### src/rtl/cst_pkg.sv
// ---------------------------------------------------------------------------
// Counting semaphore table: shared definitions
// Field widths, command and status codes, table entry layout and the control
// and status groups passed between the allocation bitmap and the top level.
// ---------------------------------------------------------------------------
package cst_pkg;

  localparam int unsigned TableDepth      = 32;
  localparam int unsigned SemCountDefault = 32;
  localparam int unsigned IdxW            = 5;
  localparam int unsigned CountW          = 16;
  localparam int unsigned WaitW           = 8;

  typedef enum logic [1:0] {
    CMD_CREATE = 2'd0,
    CMD_GET    = 2'd1,
    CMD_PUT    = 2'd2,
    CMD_DELETE = 2'd3
  } cmd_e;

  typedef enum logic [2:0] {
    ST_OK        = 3'd0,
    ST_BLOCKED   = 3'd1,
    ST_WOKEN     = 3'd2,
    ST_NONE_FREE = 3'd3,
    ST_BAD_ID    = 3'd4,
    ST_LIMIT     = 3'd5
  } status_e;

  // One table entry as held in the entry memory.
  typedef struct packed {
    logic [CountW-1:0] tokens;
    logic [WaitW-1:0]  waiters;
  } entry_t;

  // Update of the used bitmap at the end of an item.
  typedef struct packed {
    logic            set;
    logic            clr;
    logic [IdxW-1:0] idx;
  } bitmap_op_t;

  // Lookup results from the used bitmap.
  typedef struct packed {
    logic            found;
    logic [IdxW-1:0] free_idx;
    logic            hit;
  } alloc_status_t;

endpackage

### src/rtl/cst_alloc.sv
// ---------------------------------------------------------------------------
// Counting semaphore table: allocation bitmap
// Holds one used bit per entry, finds the lowest free entry and checks
// whether an addressed entry exists and is in use.
// ---------------------------------------------------------------------------
module cst_alloc #(
  parameter int unsigned LiveEntries = cst_pkg::SemCountDefault
) (
  input  logic                       clk_i,
  input  logic                       rst_ni,
  input  cst_pkg::bitmap_op_t        op_i,
  input  logic [cst_pkg::IdxW-1:0]   look_idx_i,
  output cst_pkg::alloc_status_t     status_o
);
  import cst_pkg::*;

  localparam int unsigned AW = (LiveEntries > 1) ? $clog2(LiveEntries) : 1;

  logic [LiveEntries-1:0] used_q, used_d;
  logic                   found;
  logic [IdxW-1:0]        free_idx;
  logic                   in_range;

  always_comb begin
    used_d = used_q;
    if (op_i.set) begin
      used_d[op_i.idx[AW-1:0]] = 1'b1;
    end
    if (op_i.clr) begin
      used_d[op_i.idx[AW-1:0]] = 1'b0;
    end
  end

  // Scanning from the top down leaves the lowest free entry selected.
  always_comb begin
    found    = 1'b0;
    free_idx = '0;
    for (int i = LiveEntries - 1; i >= 0; i--) begin
      if (!used_q[i]) begin
        found    = 1'b1;
        free_idx = IdxW'(i);
      end
    end
  end

  assign in_range = ({1'b0, look_idx_i} < (IdxW + 1)'(LiveEntries));

  always_comb begin
    status_o.found    = found;
    status_o.free_idx = free_idx;
    status_o.hit      = in_range && used_q[look_idx_i[AW-1:0]];
  end

  always_ff @(posedge clk_i or negedge rst_ni) begin
    if (!rst_ni) begin
      used_q <= '0;
    end else begin
      used_q <= used_d;
    end
  end

endmodule

### src/rtl/cst_table_mem.sv
// ---------------------------------------------------------------------------
// Counting semaphore table: entry memory
// Simple dual-port synchronous memory holding token and waiter counts,
// one write and one registered read per cycle.
// ---------------------------------------------------------------------------
module cst_table_mem #(
  parameter int unsigned Depth = cst_pkg::SemCountDefault,
  parameter int unsigned AW    = 5
) (
  input  logic              clk_i,
  input  logic              wr_en_i,
  input  logic [AW-1:0]     wr_addr_i,
  input  cst_pkg::entry_t   wr_data_i,
  input  logic              rd_en_i,
  input  logic [AW-1:0]     rd_addr_i,
  output cst_pkg::entry_t   rd_data_o
);
  import cst_pkg::*;

  entry_t mem_q [Depth];
  entry_t rd_data_q;

  always_ff @(posedge clk_i) begin
    if (wr_en_i) begin
      mem_q[wr_addr_i] <= wr_data_i;
    end
  end

  always_ff @(posedge clk_i) begin
    if (rd_en_i) begin
      rd_data_q <= mem_q[rd_addr_i];
    end
  end

  assign rd_data_o = rd_data_q;

endmodule

### src/rtl/counting_semaphore_table_unit.sv
// ---------------------------------------------------------------------------
// Counting semaphore table unit
// Table of counting semaphores with create, get, put and delete commands.
// ---------------------------------------------------------------------------
//  channel   handshake          payload
//  request   start_i / busy_o   cmd_i, sem_index_i, initial_count_i
//  result    done_o (strobe)    status_o, result_index_o, count_now_o
//
// The accept cycle of an item reads the entry memory, the next cycle modifies
// and writes it back, as the read of the entry memory is registered. The
// result strobe follows in the cycle after that, in the same cycle that the
// next item may be accepted. Reset clears the used bitmap, so the table is
// ready right after reset. The receiver cannot stall results.
// ---------------------------------------------------------------------------
module counting_semaphore_table_unit #(
  parameter int unsigned SEM_COUNT = cst_pkg::SemCountDefault
) (
  input  logic                        clk_i,
  input  logic                        rst_ni,
  input  logic                        start_i,
  output logic                        busy_o,
  input  logic [1:0]                  cmd_i,
  input  logic [cst_pkg::IdxW-1:0]    sem_index_i,
  input  logic [cst_pkg::CountW-1:0]  initial_count_i,
  output logic                        done_o,
  output logic [2:0]                  status_o,
  output logic [cst_pkg::IdxW-1:0]    result_index_o,
  output logic [cst_pkg::CountW-1:0]  count_now_o
);
  import cst_pkg::*;

  localparam int unsigned LiveEntries =
    (SEM_COUNT < TableDepth) ? SEM_COUNT : TableDepth;
  localparam int unsigned AW = (LiveEntries > 1) ? $clog2(LiveEntries) : 1;

  localparam logic [CountW-1:0] CountMax = '1;
  localparam logic [WaitW-1:0]  WaitMax  = '1;

  logic              accept;
  logic              busy_q;
  logic              done_q;
  cmd_e              cmd_q;
  logic [IdxW-1:0]   idx_q;
  logic              ok_q;
  logic [CountW-1:0] init_q;

  logic [2:0]        status_d, status_q;
  logic [IdxW-1:0]   rindex_d, rindex_q;
  logic [CountW-1:0] count_d, count_q;

  bitmap_op_t        bm_op;
  alloc_status_t     alloc_st;
  logic              wr_en;
  entry_t            wr_data;
  entry_t            rd_data;

  assign accept = start_i && !busy_q;

  cst_alloc #(
    .LiveEntries (LiveEntries)
  ) u_alloc (
    .clk_i      (clk_i),
    .rst_ni     (rst_ni),
    .op_i       (bm_op),
    .look_idx_i (sem_index_i),
    .status_o   (alloc_st)
  );

  cst_table_mem #(
    .Depth (LiveEntries),
    .AW    (AW)
  ) u_mem (
    .clk_i     (clk_i),
    .wr_en_i   (wr_en),
    .wr_addr_i (idx_q[AW-1:0]),
    .wr_data_i (wr_data),
    .rd_en_i   (accept),
    .rd_addr_i (sem_index_i[AW-1:0]),
    .rd_data_o (rd_data)
  );

  // Modify step, active in the cycle after an item is accepted.
  always_comb begin
    status_d        = ST_OK;
    rindex_d        = idx_q;
    count_d         = '0;
    wr_en           = 1'b0;
    wr_data         = rd_data;
    bm_op.set       = 1'b0;
    bm_op.clr       = 1'b0;
    bm_op.idx       = idx_q;
    if (cmd_q == CMD_CREATE) begin
      if (ok_q) begin
        count_d         = init_q;
        wr_en           = busy_q;
        wr_data.tokens  = init_q;
        wr_data.waiters = '0;
        bm_op.set       = busy_q;
      end else begin
        status_d = ST_NONE_FREE;
        rindex_d = '0;
      end
    end else if (!ok_q) begin
      status_d = ST_BAD_ID;
    end else begin
      case (cmd_q)
        CMD_GET: begin
          if (rd_data.tokens != '0) begin
            wr_data.tokens = rd_data.tokens - 1'b1;
            count_d        = wr_data.tokens;
            wr_en          = busy_q;
          end else if (rd_data.waiters == WaitMax) begin
            status_d = ST_LIMIT;
          end else begin
            wr_data.waiters = rd_data.waiters + 1'b1;
            wr_en           = busy_q;
            status_d        = ST_BLOCKED;
          end
        end
        CMD_PUT: begin
          if (rd_data.tokens == '0 && rd_data.waiters != '0) begin
            wr_data.waiters = rd_data.waiters - 1'b1;
            wr_en           = busy_q;
            status_d        = ST_WOKEN;
          end else if (rd_data.tokens == CountMax) begin
            status_d = ST_LIMIT;
            count_d  = rd_data.tokens;
          end else begin
            wr_data.tokens = rd_data.tokens + 1'b1;
            count_d        = wr_data.tokens;
            wr_en          = busy_q;
          end
        end
        CMD_DELETE: begin
          if (rd_data.waiters != '0) begin
            status_d = ST_LIMIT;
            count_d  = rd_data.tokens;
          end else begin
            bm_op.clr = busy_q;
          end
        end
        default: begin
          status_d = ST_BAD_ID;
        end
      endcase
    end
  end

  always_ff @(posedge clk_i or negedge rst_ni) begin
    if (!rst_ni) begin
      busy_q <= 1'b0;
      done_q <= 1'b0;
    end else begin
      done_q <= busy_q;
      if (accept) begin
        busy_q <= 1'b1;
      end else if (busy_q) begin
        busy_q <= 1'b0;
      end
    end
  end

  // Item and result payload registers.
  always_ff @(posedge clk_i) begin
    if (accept) begin
      cmd_q  <= cmd_e'(cmd_i);
      init_q <= initial_count_i;
      if (cmd_e'(cmd_i) == CMD_CREATE) begin
        idx_q <= alloc_st.free_idx;
        ok_q  <= alloc_st.found;
      end else begin
        idx_q <= sem_index_i;
        ok_q  <= alloc_st.hit;
      end
    end
    if (busy_q) begin
      status_q <= status_d;
      rindex_q <= rindex_d;
      count_q  <= count_d;
    end
  end

  assign busy_o         = busy_q;
  assign done_o         = done_q;
  assign status_o       = status_q;
  assign result_index_o = rindex_q;
  assign count_now_o    = count_q;

endmodule
### config.mk
export PLATFORM = sky130hd
export DESIGN_NAME = counting_semaphore_table_unit
export DESIGN_NICKNAME = d
export VERILOG_FILES = /design/src/rtl/cst_pkg.sv /design/src/rtl/cst_alloc.sv /design/src/rtl/cst_table_mem.sv /design/src/rtl/counting_semaphore_table_unit.sv
export SDC_FILE = /design/constraint.sdc
export NUM_CORES = 1
export LEC_CHECK = 0
export BUFFER_PORTS_ARGS = -buffer_cell sky130_fd_sc_hd__buf_4
export CORE_ASPECT_RATIO = 1.4
export CORE_MARGIN = 5
export CORE_UTILIZATION = 40
export CTS_CLUSTER_SIZE = 20
export DETAILED_ROUTE_END_ITERATION = 7
export PLACE_DENSITY = 0.66
export SYNTH_ARGS = -nofsm -noshare
export SYNTH_HDL_FRONTEND = slang
export SYNTH_SLANG_ARGS = --single-unit
### constraint.sdc
create_clock -name clk_i -period 4 [get_ports clk_i]
set_clock_uncertainty 0.1 [all_clocks]
set_input_delay 0.4 -clock clk_i [delete_from_list [all_inputs] [get_ports clk_i]]
set_output_delay 0.4 -clock clk_i [all_outputs]
set_load 0.01 [all_outputs]
==> results of run 1 <==
## worst paths after layout
path / startpoint / end / slack [ps] / cells past startpoint
min reg2reg: u_alloc.used_q[3]$_DFF_PN0_ / u_alloc.used_q[3]$_DFF_PN0_ / 510 / 2
max reg2reg: u_mem.rd_data_o[10]$_DFFE_PP_ / u_mem.mem_q[10][11]$_DFFE_PP_ / 390 / 5
max: u_mem.rd_data_o[10]$_DFFE_PP_ / u_mem.mem_q[10][11]$_DFFE_PP_ / 390 / 5
min: rst_ni / u_alloc.used_q[8]$_DFF_PN0_ / 160 / 2
min in group clk_i: sem_index_i[2] / idx_q[2]$_DFFE_PP_ / 370 / 3
max in group asynchronous: rst_ni / u_alloc.used_q[6]$_DFF_PN0_ / 3300 / 2
## through the flow
step	utilization, %	hold WS (ps)	std cells
finish	46.40	158.1	3227
global route	46.40	189.2	3227
detailed placement	43.35	286.3	3066
global placement	43.35	273.6	3066
floorplan	-	4.409	1835
CTS	46.40	124.0	3227
## state kept, by name, summed over array words and instances (netlist names), 2 cells and up
name,cells
cmd_q,2
count_now_o,16
idx_q,5
init_q,16
result_index_o,5
status_o,3
u_alloc.used_q,32
u_mem.mem_q,768
u_mem.rd_data_o,24
## cells by family (layout without fill, tap and decap cells)
logic type / Yosys count / count (layout) / synth area share (%)
and+or+nand+nor: 270 / 270 / 3.882
muxes: 281 / 281 / 16.68
xor gates and xnor gates: 5 / 5 / 0.1223
adders and majority gates: 10 / 10 / 0.3494
AOI/OAI and AO/OA: 255 / 255 / 4.549
DFF: 874 / 874 / 72.81
buffers and inverters: 140 / 353 / 1.600
## layer usage
metal	share of wire, %	vias to the layer above	track usage (%)	wire [um]
met5	0.014	-	0	13
met4	5.1	2	9.203	4863
met3	6.1	193	2.903	5790
met2	52	842	35.07	49700
met1	37	10140	23.64	34700
li1	-	7974	-	-
## cell usage after synthesis (10+ instances only)
cell type / count
inv_1: 23
nor4_1: 12
mux2_2: 27
mux4_2: 250
nor3_1: 43
nand3_1: 17
nor2_1: 63
nand4_1: 17
nand2_1: 56
buf_2: 32
a21oi_1: 106
clkbuf_1: 79
ha_1: 10
edfxtp_1: 840
dfrtp_1: 34
a31oi_1: 11
o21ai_0: 37
a22oi_1: 11
## power by group through the flow
| stage | clock network, mW | registers [mW] | logic (mW) |
|---|---|---|---|
| floorplan | 0 | 10.6 | 0.821 |
| global route | 7.93 | 10.4 | 1.50 |
| global placement | 0 | 10.6 | 1.38 |
| finish | 7.43 | 10.4 | 1.41 |
| CTS | 7.57 | 10.4 | 1.43 |
| detailed placement | 0 | 10.6 | 1.41 |
## area by class of cell
cell class              count  area, um2  share of cell area [%]
clock inverters            49      476.7                   1.159
inverters                  24      90.09                  0.2191
repair buffers            187       1565                   3.807
clock buffers              93       2029                   4.936
flip-flops and latches    874      26080                   63.42
multi-input cells         821       9402                   22.87
well taps                1179       1475                   3.588
## repair_timing
item,in CTS,in global routing
resized for setup,0,0
buffers inserted,0,0
hold buffers,19,0
endpoints found under the hold margin,52,0
==> flow_metrics.tcl, run 1 <==
set metrics [dict create \
    status "complete, no violations" \
    pwr-share-seq_pct 54.1 \
    dpl_cell_area_um2 38420 \
    core_um2 88610 \
    wirelength_mm 95.07 \
    netlist_area_um2 35810 \
    netSwitchingFraction_pct 22.63 \
    finalCritPeriodShare_pct 90.32 \
    clk_pin_slew_ps 70 \
    setup_slack_ps 387.4 \
    num_vias 19150 \
    slew_viol_final 0 \
    p_leak_nw 12.98 \
    cpMaxStageDelayCell "a21o_1" \
    critPathLaunchType "flip-flop" \
    end_kind "flip-flop" \
    synth_top_area_share_pct 70.44 \
    die_x_um 262.9 \
    final_cell_mix "edfxtp_1, mux4_2, buf_4" \
    rows 129 \
    clk_latency_ps 640 \
    fin_crit_ps 3613 \
    power_frac_comb_pct 7.3 \
    design.die.area_um2 95700 \
    synthTopCellsByArea "edfxtp_1, mux4_2, dfrtp_1" \
    hold_violations 0 \
    dp_slack_ps 502.2 \
    slowest_delay_ps 890 \
    clkPwrFrac_pct 38.6 \
    drtPass1Iterations 5 \
    start_util_pct 40.41 \
    clkSinkCount 874 \
    drc 0 \
    cp_top_family "compound AO/OA/AOI/OAI gates" \
    timing.slew.headroom_pct 13.65 \
    wl_per_cell_um 29.46 \
    ant_nets 0 \
    syn_to_final_growth_pct 14.81 \
    setup_viol 0 \
    layout_commonest_cell "edfxtp_1" \
    synth-seq-cells 874 \
    via_per_inst 5.935 \
    place.gp.congestion 0.9421 \
    dp_hpwl_mm 58.91 \
    clock.fmax_mhz 276.8 \
    power.internal_mw 14.90 \
    root_buffer "clkbuf_16" \
    worstPathRequired_ps 4160 \
    setup-tns-final_ps 0 \
    drv_cap 0 \
    rsz0062_at_grt "no" \
    diodes 0 \
    cts_buffers 78 \
    path_class "flip-flop to flip-flop" \
    synth_top_area_cell "edfxtp_1" \
    io_pins 52 \
    synthArstFlopShare_pct 3.890 \
    drtIter0Drc 2129 \
    antenna_found_initial 1 \
    ir_drop_uv 312.7 \
    synth_edf_count 840 \
    grt_pass1_wl_mm 138.8 \
    numPortBuffers 51 \
    cp_max_fo 32 \
    yosysUniqueCellTypes 72 \
    stdcell_area_um2 41110 \
    switchingPower_mw 4.357 \
    first_global_vias 19780 \
    finalPower_mw 19.25 \
    hold_path_class "primary input to asynchronous set/reset pin" \
    grt.overflow.total 0 \
    cts_tree "built" \
    synthFlopType "edfxtp_1" \
    die_y_um 364.0 \
    power.density_nw_per_um2 468.3 \
    synth_warnings 0 \
    tightest_slew_ps 1295 \
    path_cells "nand4_1 > or4_1 > a31o_2 > a32oi_1 > a21o_1" \
    nNetsFinal 2022 \
    clk_path_buf_depth 3 \
    cp.buffers_inverters 0 \
    htree_levels 3 \
    nFillCells 7272 \
    netlist_instances 1835 \
    grt_max_degree 79 \
    ys_seq_area_share_pct 72.81 \
    syn_area_per_cell_um2 19.52 \
    arrival_ps 3780 \
    syn_nets 1871 \
    track_usage_pct 19.63 \
    drive_gt1_share_pct 31.05 \
]
Note: power is estimated with default switching activity, not from simulation.
==> run 2: changes to the inputs <==
Settings changed: BUFFER_PORTS_ARGS -buffer_cell sky130_fd_sc_hd__buf_4 to not set, DONT_BUFFER_PORTS set to 1, PLACE_DENSITY 0.66 to 0.65.
==> run 2 against run 1 <==
Net effect:
- count of clock-buffer cells in the layout rose by 7
- critical path depth rose by 2
- sequential share of layout area is 0.55 points higher
- flip-flop and latch count did not move
- power increased by 0.38%
- register-to-register slack got worse by 30 ps
- first-iteration DRC count grew 2.5%
- die area did not move
- design area decreased by 0.87%
- worst hold slack worse by 110 ps
- global-route usage decreased by 0.37 points
==> flow_metrics.tcl, run 2 (synthesized netlist as in run 1, its figures left out) <==
set metrics [dict create \
    status "complete, no violations" \
    ir_drop_uv 303.1 \
    wl_per_cell_um 29.58 \
    grt.overflow.total 0 \
    design.die.area_um2 95700 \
    timing.slew.headroom_pct 18.78 \
    start_util_pct 40.41 \
    power.density_nw_per_um2 474.2 \
    nFillCells 7288 \
    track_usage_pct 19.26 \
    cts_setup_buffers 0 \
    hold_path_class "primary input to flip-flop" \
    cp_max_fo 32 \
    grt_max_degree 202 \
    stdcell_count 3162 \
    drtIter0Drc 2183 \
    clk_pin_slew_ps 60 \
    dp.cells 2998 \
    drc 0 \
    wirelength_mm 93.55 \
    num_vias 18840 \
    p_leak_nw 12.73 \
    core_um2 88610 \
    worstPathRequired_ps 4250 \
    clock.fmax_mhz 274.8 \
    fin_crit_ps 3640 \
    end_kind "flip-flop" \
    clk_latency_ps 660 \
    place.gp.congestion 0.8858 \
    rsz0062_at_grt "no" \
    ant_nets 0 \
    largest_register_ffs 768 \
    drv_cap 0 \
    die_x_um 262.9 \
    numPortBuffers 0 \
    syn_to_final_growth_pct 13.81 \
    rows 129 \
    path_class "flip-flop to flip-flop" \
    nNetsFinal 1962 \
    setup-tns-final_ps 0 \
    drtPass1Iterations 5 \
    dp_hpwl_mm 54.25 \
    hold_violations 0 \
    cts_tree "built" \
    clk_path_buf_depth 3 \
    clkSinkCount 874 \
    grt_pass1_wl_mm 135.4 \
    slew_viol_final 0 \
    critPathLaunchType "flip-flop" \
    setup_viol 0 \
    root_buffer "clkbuf_16" \
    finalCritPeriodShare_pct 90.99 \
    die_y_um 364.0 \
    drive_gt1_share_pct 28.69 \
    cts_buffers 80 \
    antenna_found_initial 0 \
    first_global_vias 19370 \
    tightest_slew_ps 1218 \
    final_cell_mix "edfxtp_1, mux4_2, a21oi_1" \
    arrival_ps 3890 \
    ctsResizeCount 0 \
    cts_hold_buffers 25 \
    diodes 0 \
    io_pins 52 \
    via_per_inst 5.959 \
    layout_commonest_cell "edfxtp_1" \
    top_register "u_mem.mem_q" \
    htree_levels 3 \
    hold_ws_ps 51.37 \
]
-- run 2: cell types whose count changed in the layout (fill, tap and decap cells not counted), moves of 3 or more --
cell,previous run,this run
clkinv_1,13,10
buf_4,158,95
clkbuf_16,79,83
clkinv_2,14,11
dlygate4sd3_1,19,23
inv_6,7,2
-- run 2: worst paths after layout --
kind | startpoint | endpoint | slack [ps] | depth (start not counted)
hold / removal | sem_index_i[4] | u_mem.rd_data_o[4]$_DFFE_PP_ | 50 | 1
setup reg to reg | u_mem.rd_data_o[20]$_DFFE_PP_ | u_mem.mem_q[27][16]$_DFFE_PP_ | 360 | 7
setup / recovery | u_mem.rd_data_o[20]$_DFFE_PP_ | u_mem.mem_q[27][16]$_DFFE_PP_ | 360 | 7
max in group asynchronous | rst_ni | u_alloc.used_q[27]$_DFF_PN0_ | 3450 | 2
min in group asynchronous | rst_ni | done_o$_DFF_PN0_ | 100 | 2
hold reg to reg | u_alloc.used_q[25]$_DFF_PN0_ | u_alloc.used_q[25]$_DFF_PN0_ | 490 | 2
-- run 2: worst max-delay path, stage by stage, from the launching register on --
cell      delay [ps]
edfxtp_1         550
or3_4            460
nor4_4           560
a31oi_2          470
and4_1           350
o32ai_1          460
o21ai_2           90
buf_4            250
-- run 2: per-layer routing --
layer	global-route usage [%]	vias to the layer above	share of wire [%]
met5	0	-	0
met4	7.662	0	3.9
met3	3.524	176	6.9
met2	33.62	796	52
met1	24.08	10020	37
li1	-	7846	-
-- run 2: final cells by class --
type,count,area (um2),share of cell area (%)
timing repair buffer,125,1084,2.659
inverter,24,90.09,0.2210
tap,1179,1475,3.619
clock inverter,39,462.9,1.136
clock buffer,100,2161,5.302
sequential,874,26080,63.98
multi-input combinational,821,9409,23.09
-- run 2: through the flow --
stage                     util, %  area [um2]  power, mW  setup WS, ps
final                       45.99       40760      19.33         360.4
after floorplan                 -       35810      11.39        -98.75
after CTS                   45.99       40750      19.49         429.1
after global placement      42.72       37860      11.72         460.0
after detailed placement    42.72       37860      11.75         442.6
after global routing        45.99       40760      19.94         290.3
-- run 2: where the power goes --
part           total [mW]  switching (mW)  internal [mW]
sequential           10.4           0.110           10.3
combinational        1.19           0.703          0.483
clock                7.72            3.35           4.37
total                19.3            4.16           15.2
